`src/hdl/lci_pkg.sv`:
```
// ----------------------------------------------------------------------------
// lci_pkg: shared types and constants of the line command interpreter
// Holds the command codes, control characters, line depth and keyword table.
// ----------------------------------------------------------------------------
package lci_pkg;

  // line buffer depth, one entry is held back so a full line keeps LineDepth-1 bytes
  localparam int LineDepth = 32;
  localparam int FillW     = $clog2(LineDepth);
  localparam int LineLenW  = 8;
  localparam int CountW    = 32;

  // command result codes
  typedef enum logic [2:0] {
    CmdNone    = 3'd0,
    CmdLedOn   = 3'd1,
    CmdLedOff  = 3'd2,
    CmdToggle  = 3'd3,
    CmdStatus  = 3'd4,
    CmdHelp    = 3'd5,
    CmdUnknown = 3'd6
  } cmd_code_e;

  // control characters
  localparam logic [7:0] ChrCr  = 8'h0D;
  localparam logic [7:0] ChrLf  = 8'h0A;
  localparam logic [7:0] ChrBs  = 8'h08;
  localparam logic [7:0] ChrDel = 8'h7F;
  localparam logic [7:0] ChrNul = 8'h00;

  // keyword table, text right aligned: first character in the highest used byte
  localparam int KwCount  = 5;
  localparam int KwMaxLen = 10;
  localparam int HeadLen  = KwMaxLen + 1;

  localparam logic [8*KwMaxLen-1:0] KwText [KwCount] = '{
    80'("LED ON"), 80'("LED OFF"), 80'("LED TOGGLE"), 80'("STATUS"), 80'("HELP")
  };
  localparam int KwLen [KwCount] = '{6, 7, 10, 6, 4};
  localparam cmd_code_e KwCode [KwCount] = '{
    CmdLedOn, CmdLedOff, CmdToggle, CmdStatus, CmdHelp
  };

  // result item layout, lowest bit first
  localparam int OutBits  = 3 + 1 + LineLenW + 2 * CountW;
  localparam int OutDataW = ((OutBits + 7) / 8) * 8;

endpackage

```
`src/hdl/lci_classify.sv`:
```
// ----------------------------------------------------------------------------
// lci_classify: keyword matcher
// Compares the head of the held line against all keywords in parallel.
// ----------------------------------------------------------------------------
module lci_classify import lci_pkg::*; (
  input  logic [HeadLen-1:0][7:0] head_i,   // first bytes of the line buffer
  input  logic [FillW-1:0]        fill_i,   // bytes held
  output cmd_code_e               code_o
);

  logic [KwCount-1:0] hit;

  // per keyword: length fits, text matches, and the text ends at fill or a zero byte
  always_comb begin
    int pos;
    int fill_int;
    pos      = 0;
    fill_int = int'(fill_i);
    for (int k = 0; k < KwCount; k++) begin
      hit[k] = (fill_int >= KwLen[k]);
      for (int i = 0; i < KwMaxLen; i++) begin
        pos = (i < KwLen[k]) ? (KwLen[k] - 1 - i) : 0;
        if (i < KwLen[k]) begin
          if (head_i[i] != KwText[k][8*pos +: 8]) begin
            hit[k] = 1'b0;
          end
        end
      end
      if ((fill_int != KwLen[k]) && (head_i[KwLen[k]] != ChrNul)) begin
        hit[k] = 1'b0;
      end
    end
  end

  // pick the code, an empty text gives no command
  always_comb begin
    code_o = CmdUnknown;
    for (int k = 0; k < KwCount; k++) begin
      if (hit[k]) begin
        code_o = KwCode[k];
      end
    end
    if ((fill_i == '0) || (head_i[0] == ChrNul)) begin
      code_o = CmdNone;
    end
  end

endmodule

```
`src/hdl/line_command_interpreter.sv`:
```
// ----------------------------------------------------------------------------
// line_command_interpreter: serial line command interpreter
// Collects received bytes into a line, decodes LED ON / LED OFF / LED TOGGLE /
// STATUS / HELP on CR or LF, and reports LED state, line length and counters.
//
// channel  | dir | bits | content
// s_axis   | in  |   8  | rx_byte
// m_axis   | out |  80  | cmd_code, led_state, line_length, rx_total, command_total
//
// One item per cycle sustained while the result side accepts; an item is held in the
// input register and then processed into the result register.
// All keyword compares run in parallel on the register-held line buffer.
// Reset clears the line, the LED bit and both counters; buffer bytes are not cleared.
// A stalled result holds the input register; the input side stalls only when both fill.
// ----------------------------------------------------------------------------
module line_command_interpreter import lci_pkg::*; (
  input  logic                clk_i,
  input  logic                rst_ni,
  input  logic                s_axis_tvalid,
  output logic                s_axis_tready,
  input  logic [7:0]          s_axis_tdata,   // [7:0] rx_byte
  output logic                m_axis_tvalid,
  input  logic                m_axis_tready,
  output logic [OutDataW-1:0] m_axis_tdata    // [2:0] cmd_code, [3] led_state,
                                              // [11:4] line_length, [43:12] rx_total,
                                              // [75:44] command_total, rest zero
);

  logic             in_valid_q;
  logic [7:0]       in_byte_q;
  logic             out_valid_q;
  logic [OutBits-1:0] out_data_q;
  logic [OutBits-1:0] out_data_d;

  logic [7:0]       line_q [LineDepth];
  logic [FillW-1:0] fill_q, fill_d;
  logic             led_q, led_d;
  logic [CountW-1:0] rx_cnt_q, rx_cnt_d;
  logic [CountW-1:0] cmd_cnt_q, cmd_cnt_d;

  logic                    advance;
  logic                    store_en;
  logic [HeadLen-1:0][7:0] head;
  cmd_code_e               line_code;
  cmd_code_e               code;

  // handshake: process when a byte is held and the result slot is free
  assign advance       = in_valid_q && (!out_valid_q || m_axis_tready);
  assign s_axis_tready = !in_valid_q || advance;
  assign m_axis_tvalid = out_valid_q;
  assign m_axis_tdata  = OutDataW'(out_data_q);

  // input register
  always_ff @(posedge clk_i or negedge rst_ni) begin
    if (!rst_ni) begin
      in_valid_q <= 1'b0;
    end else if (s_axis_tready) begin
      in_valid_q <= s_axis_tvalid;
    end
  end

  always_ff @(posedge clk_i) begin
    if (s_axis_tready && s_axis_tvalid) begin
      in_byte_q <= s_axis_tdata;
    end
  end

  // head of the line for the matcher
  always_comb begin
    for (int i = 0; i < HeadLen; i++) begin
      head[i] = line_q[i];
    end
  end

  lci_classify u_classify (
    .head_i (head),
    .fill_i (fill_q),
    .code_o (line_code)
  );

  // next state for one byte
  always_comb begin
    code      = CmdNone;
    fill_d    = fill_q;
    led_d     = led_q;
    cmd_cnt_d = cmd_cnt_q;
    store_en  = 1'b0;
    rx_cnt_d  = rx_cnt_q + 1'b1;
    if ((in_byte_q == ChrCr) || (in_byte_q == ChrLf)) begin
      if (fill_q != '0) begin
        code   = line_code;
        fill_d = '0;
        case (line_code)
          CmdLedOn:  led_d = 1'b1;
          CmdLedOff: led_d = 1'b0;
          CmdToggle: led_d = !led_q;
          default:   led_d = led_q;
        endcase
        if (line_code != CmdNone) begin
          cmd_cnt_d = cmd_cnt_q + 1'b1;
        end
      end
    end else if ((in_byte_q == ChrBs) || (in_byte_q == ChrDel)) begin
      if (fill_q != '0) begin
        fill_d = fill_q - 1'b1;
      end
    end else if (fill_q != FillW'(LineDepth - 1)) begin
      store_en = 1'b1;
      fill_d   = fill_q + 1'b1;
    end
    out_data_d = {cmd_cnt_d, rx_cnt_d, LineLenW'(fill_d), led_d, code};
  end

  // state registers
  always_ff @(posedge clk_i or negedge rst_ni) begin
    if (!rst_ni) begin
      fill_q    <= '0;
      led_q     <= 1'b0;
      rx_cnt_q  <= '0;
      cmd_cnt_q <= '0;
    end else if (advance) begin
      fill_q    <= fill_d;
      led_q     <= led_d;
      rx_cnt_q  <= rx_cnt_d;
      cmd_cnt_q <= cmd_cnt_d;
    end
  end

  // line buffer write
  always_ff @(posedge clk_i) begin
    if (advance && store_en) begin
      line_q[fill_q] <= in_byte_q;
    end
  end

  // result register
  always_ff @(posedge clk_i or negedge rst_ni) begin
    if (!rst_ni) begin
      out_valid_q <= 1'b0;
    end else if (advance) begin
      out_valid_q <= 1'b1;
    end else if (m_axis_tready) begin
      out_valid_q <= 1'b0;
    end
  end

  always_ff @(posedge clk_i) begin
    if (advance) begin
      out_data_q <= out_data_d;
    end
  end

endmodule
```
`config.mk`:
```
export PLATFORM = sky130hd
export DESIGN_NAME = line_command_interpreter
export DESIGN_NICKNAME = d
export VERILOG_FILES = /design/src/hdl/lci_pkg.sv /design/src/hdl/lci_classify.sv /design/src/hdl/line_command_interpreter.sv
export SDC_FILE = /design/constraint.sdc
export NUM_CORES = 1
export LEC_CHECK = 0
export BUFFER_PORTS_ARGS = -buffer_cell sky130_fd_sc_hd__buf_2
export CAP_MARGIN = 15
export CORE_MARGIN = 2
export CORE_UTILIZATION = 59
export DETAILED_ROUTE_END_ITERATION = 8
export PLACE_DENSITY = 0.79
export SETUP_SLACK_MARGIN = 0.3
export SLEW_MARGIN = 20
export SYNTH_ARGS = -nofsm -noshare
export SYNTH_HDL_FRONTEND = slang
export SYNTH_SLANG_ARGS = --single-unit
```
`constraint.sdc`:
```
create_clock -name clk_i -period 4.46 [get_ports clk_i]
set_input_delay 0.446 -clock clk_i [delete_from_list [all_inputs] [get_ports clk_i]]
set_output_delay 0.446 -clock clk_i [all_outputs]
set_load 0.03 [all_outputs]
```
### Word level (Yosys, flattened, before mapping)

Memory sizes are Yosys's and may differ from the RTL's.
Cells that the tools add are included.

* flip-flop bits (word level): 153
* latch bits: 0
* memory bits (writable): 256
* ROM bits: 0
* input port bits: 12
* output and inout bits: 82
* logic and storage cells: 140
* memories: 1

Memories
* line_q: depth 32, bits a word 8, read ports 11, clocked after memory_dff 0, write ports 1, line line_command_interpreter.sv:35 `logic [7:0] line_q [LineDepth];`

* add/subtract/negate cells: 4
* $mul: 0
* div/mod/pow operators: 0
* $lt $le $gt $ge: 4
* equality and inequality tests: 35
* shift operators: 0
* mux-type cells: 62
* bitwise logic cells: 0
* reductions and logical operators: 25

Operators by type and width (number)
* $ne A8 B7 Y1 const B: 22
* $mux W32: 3
* $add A32 B1 Y32 const B: 2
* $mux W1: 47
* $reduce_bool A8 Y1: 4
* $mux W5: 5
* $eq A8 B4 Y1 const B: 3
* $mux W3: 6
* $ge A5 B3 Y1 const B: 3
* $ne A5 B4 Y1 const B: 3
* $ne A5 B5 Y1 const B: 2
* $eq A8 B7 Y1 const B: 1
* $logic_not A8 Y1: 1
* $ne A8 B6 Y1 const B: 1
* $logic_and A1 B1 Y1: 7
* $eq A3 B2 Y1 const B: 2
* $add A5 B1 Y5 const B: 1
* $ge A5 B4 Y1 const B: 1
* $logic_not A5 Y1: 1
* $logic_or A1 B1 Y1: 5
* $reduce_bool A5 Y1: 1
* $sub A5 B1 Y5 const B: 1
* $eq A3 B1 Y1 const B: 1
* $logic_not A1 Y1: 3
* other kinds (4): 4

### Logic depth before layout (Yosys ltp)

An unclocked memory read counts as a cell.

* word-level depth: 21
* mapped depth: 10
* mapped depth without buffers: 8

### Cells and area by module

From an unflattened synthesis, not the netlist that was laid out.

* cells, all modules: 801
* area, all modules: 10437.5 µm²

Modules (own cells, without submodules)
* line_command_interpreter: times used 1, cells each 719, area each 9888.2 µm², sequential area each 6876.6 µm²
* lci_classify: times used 1, cells each 82, area each 549.3 µm², sequential area each 0.0 µm²

### Worst setup path before layout

OpenSTA, ideal clock, no wires.

* path type: reg-to-reg
* start point: reg out_valid_q, in the netlist m_axis_tvalid
* end point: reg rx_cnt_q[21]
* library setup time: 0.129 ns
* data arrival time: 3.849 ns
* data required time: 4.331 ns
* path slack: 0.481 ns
* stages on the path, launching flop included: 8
* buffers on the path: 2
* period minus slack after synthesis: 3.979 ns
* cells stage by stage: dfrtp_1 > nand2b_1 > nand2_1 > inv_1 > buf_1 > buf_1 > nand3_1 > xnor2_1

* cells in the longest elaborated chain, start to end: 3

Ends and longest elaborated chain
* start: declaration: line line_command_interpreter.sv:31 `logic out_valid_q;`
* start signal: assignment: line line_command_interpreter.sv:139 `out_valid_q <= 1'b0;`
* start signal: assignment: line line_command_interpreter.sv:141 `out_valid_q <= 1'b1;`
* start signal: assignment: line line_command_interpreter.sv:143 `out_valid_q <= 1'b0;`
* $logic_not A1 Y1: line line_command_interpreter.sv:48 `assign advance = in_valid_q && (!out_valid_q || m_axis_tready);`
* $logic_or A1 B1 Y1: line line_command_interpreter.sv:48
* $logic_and A1 B1 Y1: line line_command_interpreter.sv:48
* via advance: line line_command_interpreter.sv:41 `logic advance;`
* end signal: assignment: line line_command_interpreter.sv:124 `rx_cnt_q <= rx_cnt_d;`
* end: declaration: line line_command_interpreter.sv:38 `logic [CountW-1:0] rx_cnt_q, rx_cnt_d;`

The timed path passes the listed nets, and every way through them passes these cells.
A chain may end at the register's enable or synchronous reset.

### Worst setup path after layout

* start point: reg fill_q[0]
* end point: reg out_data_q[66] (data pin)

* cells in the longest elaborated chain, start to end: 20
* elaborated cells on any way between the ends: 63
* classes of those cells: order compare (4); eq/ne (4); mux (47); reduce/logical (8)

Ends and longest elaborated chain
* start: declaration: line line_command_interpreter.sv:36 `logic [FillW-1:0] fill_q, fill_d;`
* start signal: assignment: line line_command_interpreter.sv:122 `fill_q <= fill_d;`
* $ge A5 B4 Y1: line lci_classify.sv:20 `hit[k] = (fill_int >= KwLen[k]);`
* $mux W1 (10 in a row): line lci_classify.sv:24 `if (head_i[i] != KwText[k][8*pos +: 8]) begin`
* $mux W1: line lci_classify.sv:29 `if ((fill_int != KwLen[k]) && (head_i[KwLen[k]] != ChrNul)) begin`
* $mux W3 (3 in a row): line lci_classify.sv:39 `if (hit[k]) begin`
* $mux W3: line lci_classify.sv:43 `if ((fill_i == '0) || (head_i[0] == ChrNul)) begin`
* $reduce_bool A3 Y1: line line_command_interpreter.sv:99 `if (line_code != CmdNone) begin`
* $mux W32: line line_command_interpreter.sv:99
* $mux W32 *: line line_command_interpreter.sv:90 `if (fill_q != '0) begin`
* $mux W32 *: line line_command_interpreter.sv:89 `if ((in_byte_q == ChrCr) || (in_byte_q == ChrLf)) begin`
* via cmd_cnt_d[22]: line line_command_interpreter.sv:39 `logic [CountW-1:0] cmd_cnt_q, cmd_cnt_d;`
* end signal: assignment: line line_command_interpreter.sv:149 `out_data_q <= out_data_d;`
* end: declaration: line line_command_interpreter.sv:32 `logic [OutBits-1:0] out_data_q;`

Mark *: on every way through the listed nets, which the timed path passes. The rest lies on a longest branch.

==> impl_metrics.ini <==
[run_status]
status = completed

[worst_setup_path]
crit_fanout = 11
crit_required_ns = 4.70
worstSetupPathType = reg -> reg
reg2reg_depth = 8
cp.arrival_ns = 3.46
reg2reg_slack_ns = 1.25
end_kind = flip-flop
r2r_end = out_data_q[66]$_DFFE_PP_
r2r_start = fill_q[0]$_DFFE_PN0P_
start_kind = flip-flop

[die]
io_pins = 94
core_area_sq_um = 17180
num_rows = 48
dieArea_sq_um = 18500
die-height_um = 136.0
die_w_um = 136.0
start_util_pct = 59.86

[sta]
max_slew.worst_pin.slew_ns = 0.8579
rsz0062_at_grt = no
slew_violations = 0
fmax_ghz = 0.3111
slew_headroom_pct = 42.81
finalSetupTns_ns = 0
fin_crit_ns = 3.214
final_hold_viol_count = 0
finalSetupViolations = 0
post-route-period-util_pct = 72.07
fin_skew_ns = 0.01225

[synthesis]
syn_inst = 768
synth_seq_cells = 241
synthFlopType = edfxtp_1
synth_cell_types = 61
synth_top_area_share_pct = 49.36
syn_area_per_cell_sq_um = 13.39
synth_top_area_cell = edfxtp_1
synthTopCellsByArea = edfxtp_1, dfrtp_1, xor2_1
async_flop_share_pct = 29.88
synth.cell_area_sq_um = 10280
yosysMostFrequentCell = edfxtp_1
yosysSeqAreaShare_pct = 66.88
synth_edf_count = 169
synthTopCellsByCount = edfxtp_1, nand2_1, dfrtp_1
yosysWarnings = 0

[route]
routedWlPerCell_um = 17.97
vias_per_cell = 5.650
route.met2.wl_um = 9712
ant_nets = 0
topRoutingLayerUsed = met4
wirelength_um = 19890
drtIter0Drc = 386
wl_met3_um = 1227
dr_total_vias = 6254
drc = 0
dr.pass1.iters = 5
m1WireLength_um = 8574

[clock_network]
hold_buffers = 0
cts_tree = done
clk_latency_ns = 0.51
post-cts-setup-buffer-count = 0
ctsResizeCount = 0
cts.sinks = 241
cts_root_buffer = clkbuf_16
cts_buffers = 25
path_clk_slew_ns = 0.06
cts_max_level = 1
clock_path_buffers = 3

[placement]
io_buffers = 86
dp_hpwl_um = 13500
place_congestion = 0.8484

[worst_hold_path]
hold_start = s_axis_tdata[7]
hold_end = in_byte_q[7]$_DFFE_PP_
hold_depth = 1
hold_class = in -> reg

[pwr]
vdd.ir_drop.worst_mv = 0.3843
p_switching_mw = 1.461
internal_power_mw = 4.022
clock_power_share_pct = 36.4
power_density_nw_per_um2 = 468.0
p_comb_share_pct = 12.7
seq_power_share_pct = 50.9
swShare_pct = 26.64
power.leakage_nw = 4.729
power.total_mw = 5.483

[layout]
n_antenna_cell = 0
areaGrowthSynthToFinish_pct = 13.94
drive_gt1_share_pct = 16.67
fin_nets = 884
nFillCells = 1181

[global_routing]
grt_pass1_vias = 6229
grt_pass1_wl_um = 31840
grt_max_degree = 73
antenna_found_initial = 0
track_usage_pct = 22.06
grt_overflow_total = 0

[job]
max-cap-violations = 0
==> state kept, by name (all words and copies together), names as in the netlist <==
signal and cells:
led_q 1, out_data_q 73, line_q 88, in_byte_q 8
rx_cnt_q 32, in_valid_q 1, fill_q 5, cmd_cnt_q 32
m_axis_tvalid 1
==> metal layers <==
metal / vias to the layer above / global-route usage, %
li1: 2956 / -
met1: 3059 / 29.85
met2: 205 / 37.21
met3: 34 / 3.729
met4: 0 / 6.192
met5: - / 0
==> layout make-up <==
| cell class | count | area, sq um | area share [%] |
|---|---|---|---|
| multi-input combinational | 489 | 3218 | 27.47 |
| tap | 225 | 281.5 | 2.403 |
| timing repair buffer | 93 | 498.0 | 4.250 |
| clock inverter | 11 | 118.9 | 1.015 |
| sequential | 241 | 6877 | 58.69 |
| inverter | 14 | 53.80 | 0.4592 |
| clock buffer | 34 | 669.4 | 5.713 |
==> layout by cell type (no fill, tap or decap), types with 8 or more instances in the layout <==
master	count
and2_1	12
and3_1	18
and4_1	12
buf_2	86
clkbuf_1	8
clkbuf_16	25
dfrtp_1	72
edfxtp_1	169
ha_1	8
inv_1	13
nand2_1	75
nand3_1	23
nand4_1	24
nor2_1	65
nor3_1	26
nor4_1	12
xnor2_1	62
xor2_1	64
==> worst max-delay path, cell delays in order, from the launching register on <==
cell     delay [ns]
dfrtp_1        0.55
inv_1          0.14
ha_1           0.34
nor4b_2        0.25
a21o_1         0.23
nor3_2         0.41
nand3_1        0.50
nor3_1         0.39
xor2_1         0.12
==> worst max-delay path by stage <==
stage / startpoint / end / slack, ns / depth (start not counted)
after floorplan: m_axis_tvalid$_DFFE_PN0P_ / rx_cnt_q[21]$_DFFE_PN0P_ / 0.48 / 7
after global placement: in_byte_q[4]$_DFFE_PP_ / line_q[5][6]$_DFFE_PP_ / 1.34 / 6
after detailed placement: in_byte_q[4]$_DFFE_PP_ / line_q[4][1]$_DFFE_PP_ / 1.17 / 6
after CTS: in_byte_q[4]$_DFFE_PP_ / line_q[4][7]$_DFFE_PP_ / 1.13 / 6
after global routing: fill_q[0]$_DFFE_PN0P_ / out_data_q[66]$_DFFE_PP_ / 0.96 / 8
final: fill_q[0]$_DFFE_PN0P_ / out_data_q[66]$_DFFE_PP_ / 1.25 / 8
==> stage by stage <==
stage	setup slack, ns	util, %	instance area [sq um]	hold WS [ns]	instances
after floorplan	0.4815	-	10300	0.1504	774
after detailed placement	1.169	63.40	10890	0.4761	1060
final	1.246	68.21	11720	0.1078	1107
after global routing	0.9633	68.21	11720	0.08252	1107
after CTS	1.126	67.99	11680	0.08995	1105
after global placement	1.340	63.40	10890	0.4698	1060
==> kinds of logic after synthesis <==
group | share of synthesized area [%]
buffers and inverters | 2.117
other | 0.03647
flip-flops | 66.88
XOR/XNOR | 10.73
AO/OA/AOI/OAI | 2.786
AND/OR/NAND/NOR | 15.73
multiplexers | 0.7422
adder cells (fa/ha/maj) | 0.9735
==> power by group through the flow <==
stage               Combinational (mW)  Clock, mW  Sequential [mW]
floorplan                        0.417          0             2.88
global placement                 0.669          0             2.81
detailed placement               0.686          0             2.83
CTS                              0.694       2.03             2.79
global route                     0.760       2.12             2.81
finish                           0.697       1.99             2.79
No activity file was read; power rests on OpenSTA's default activity.
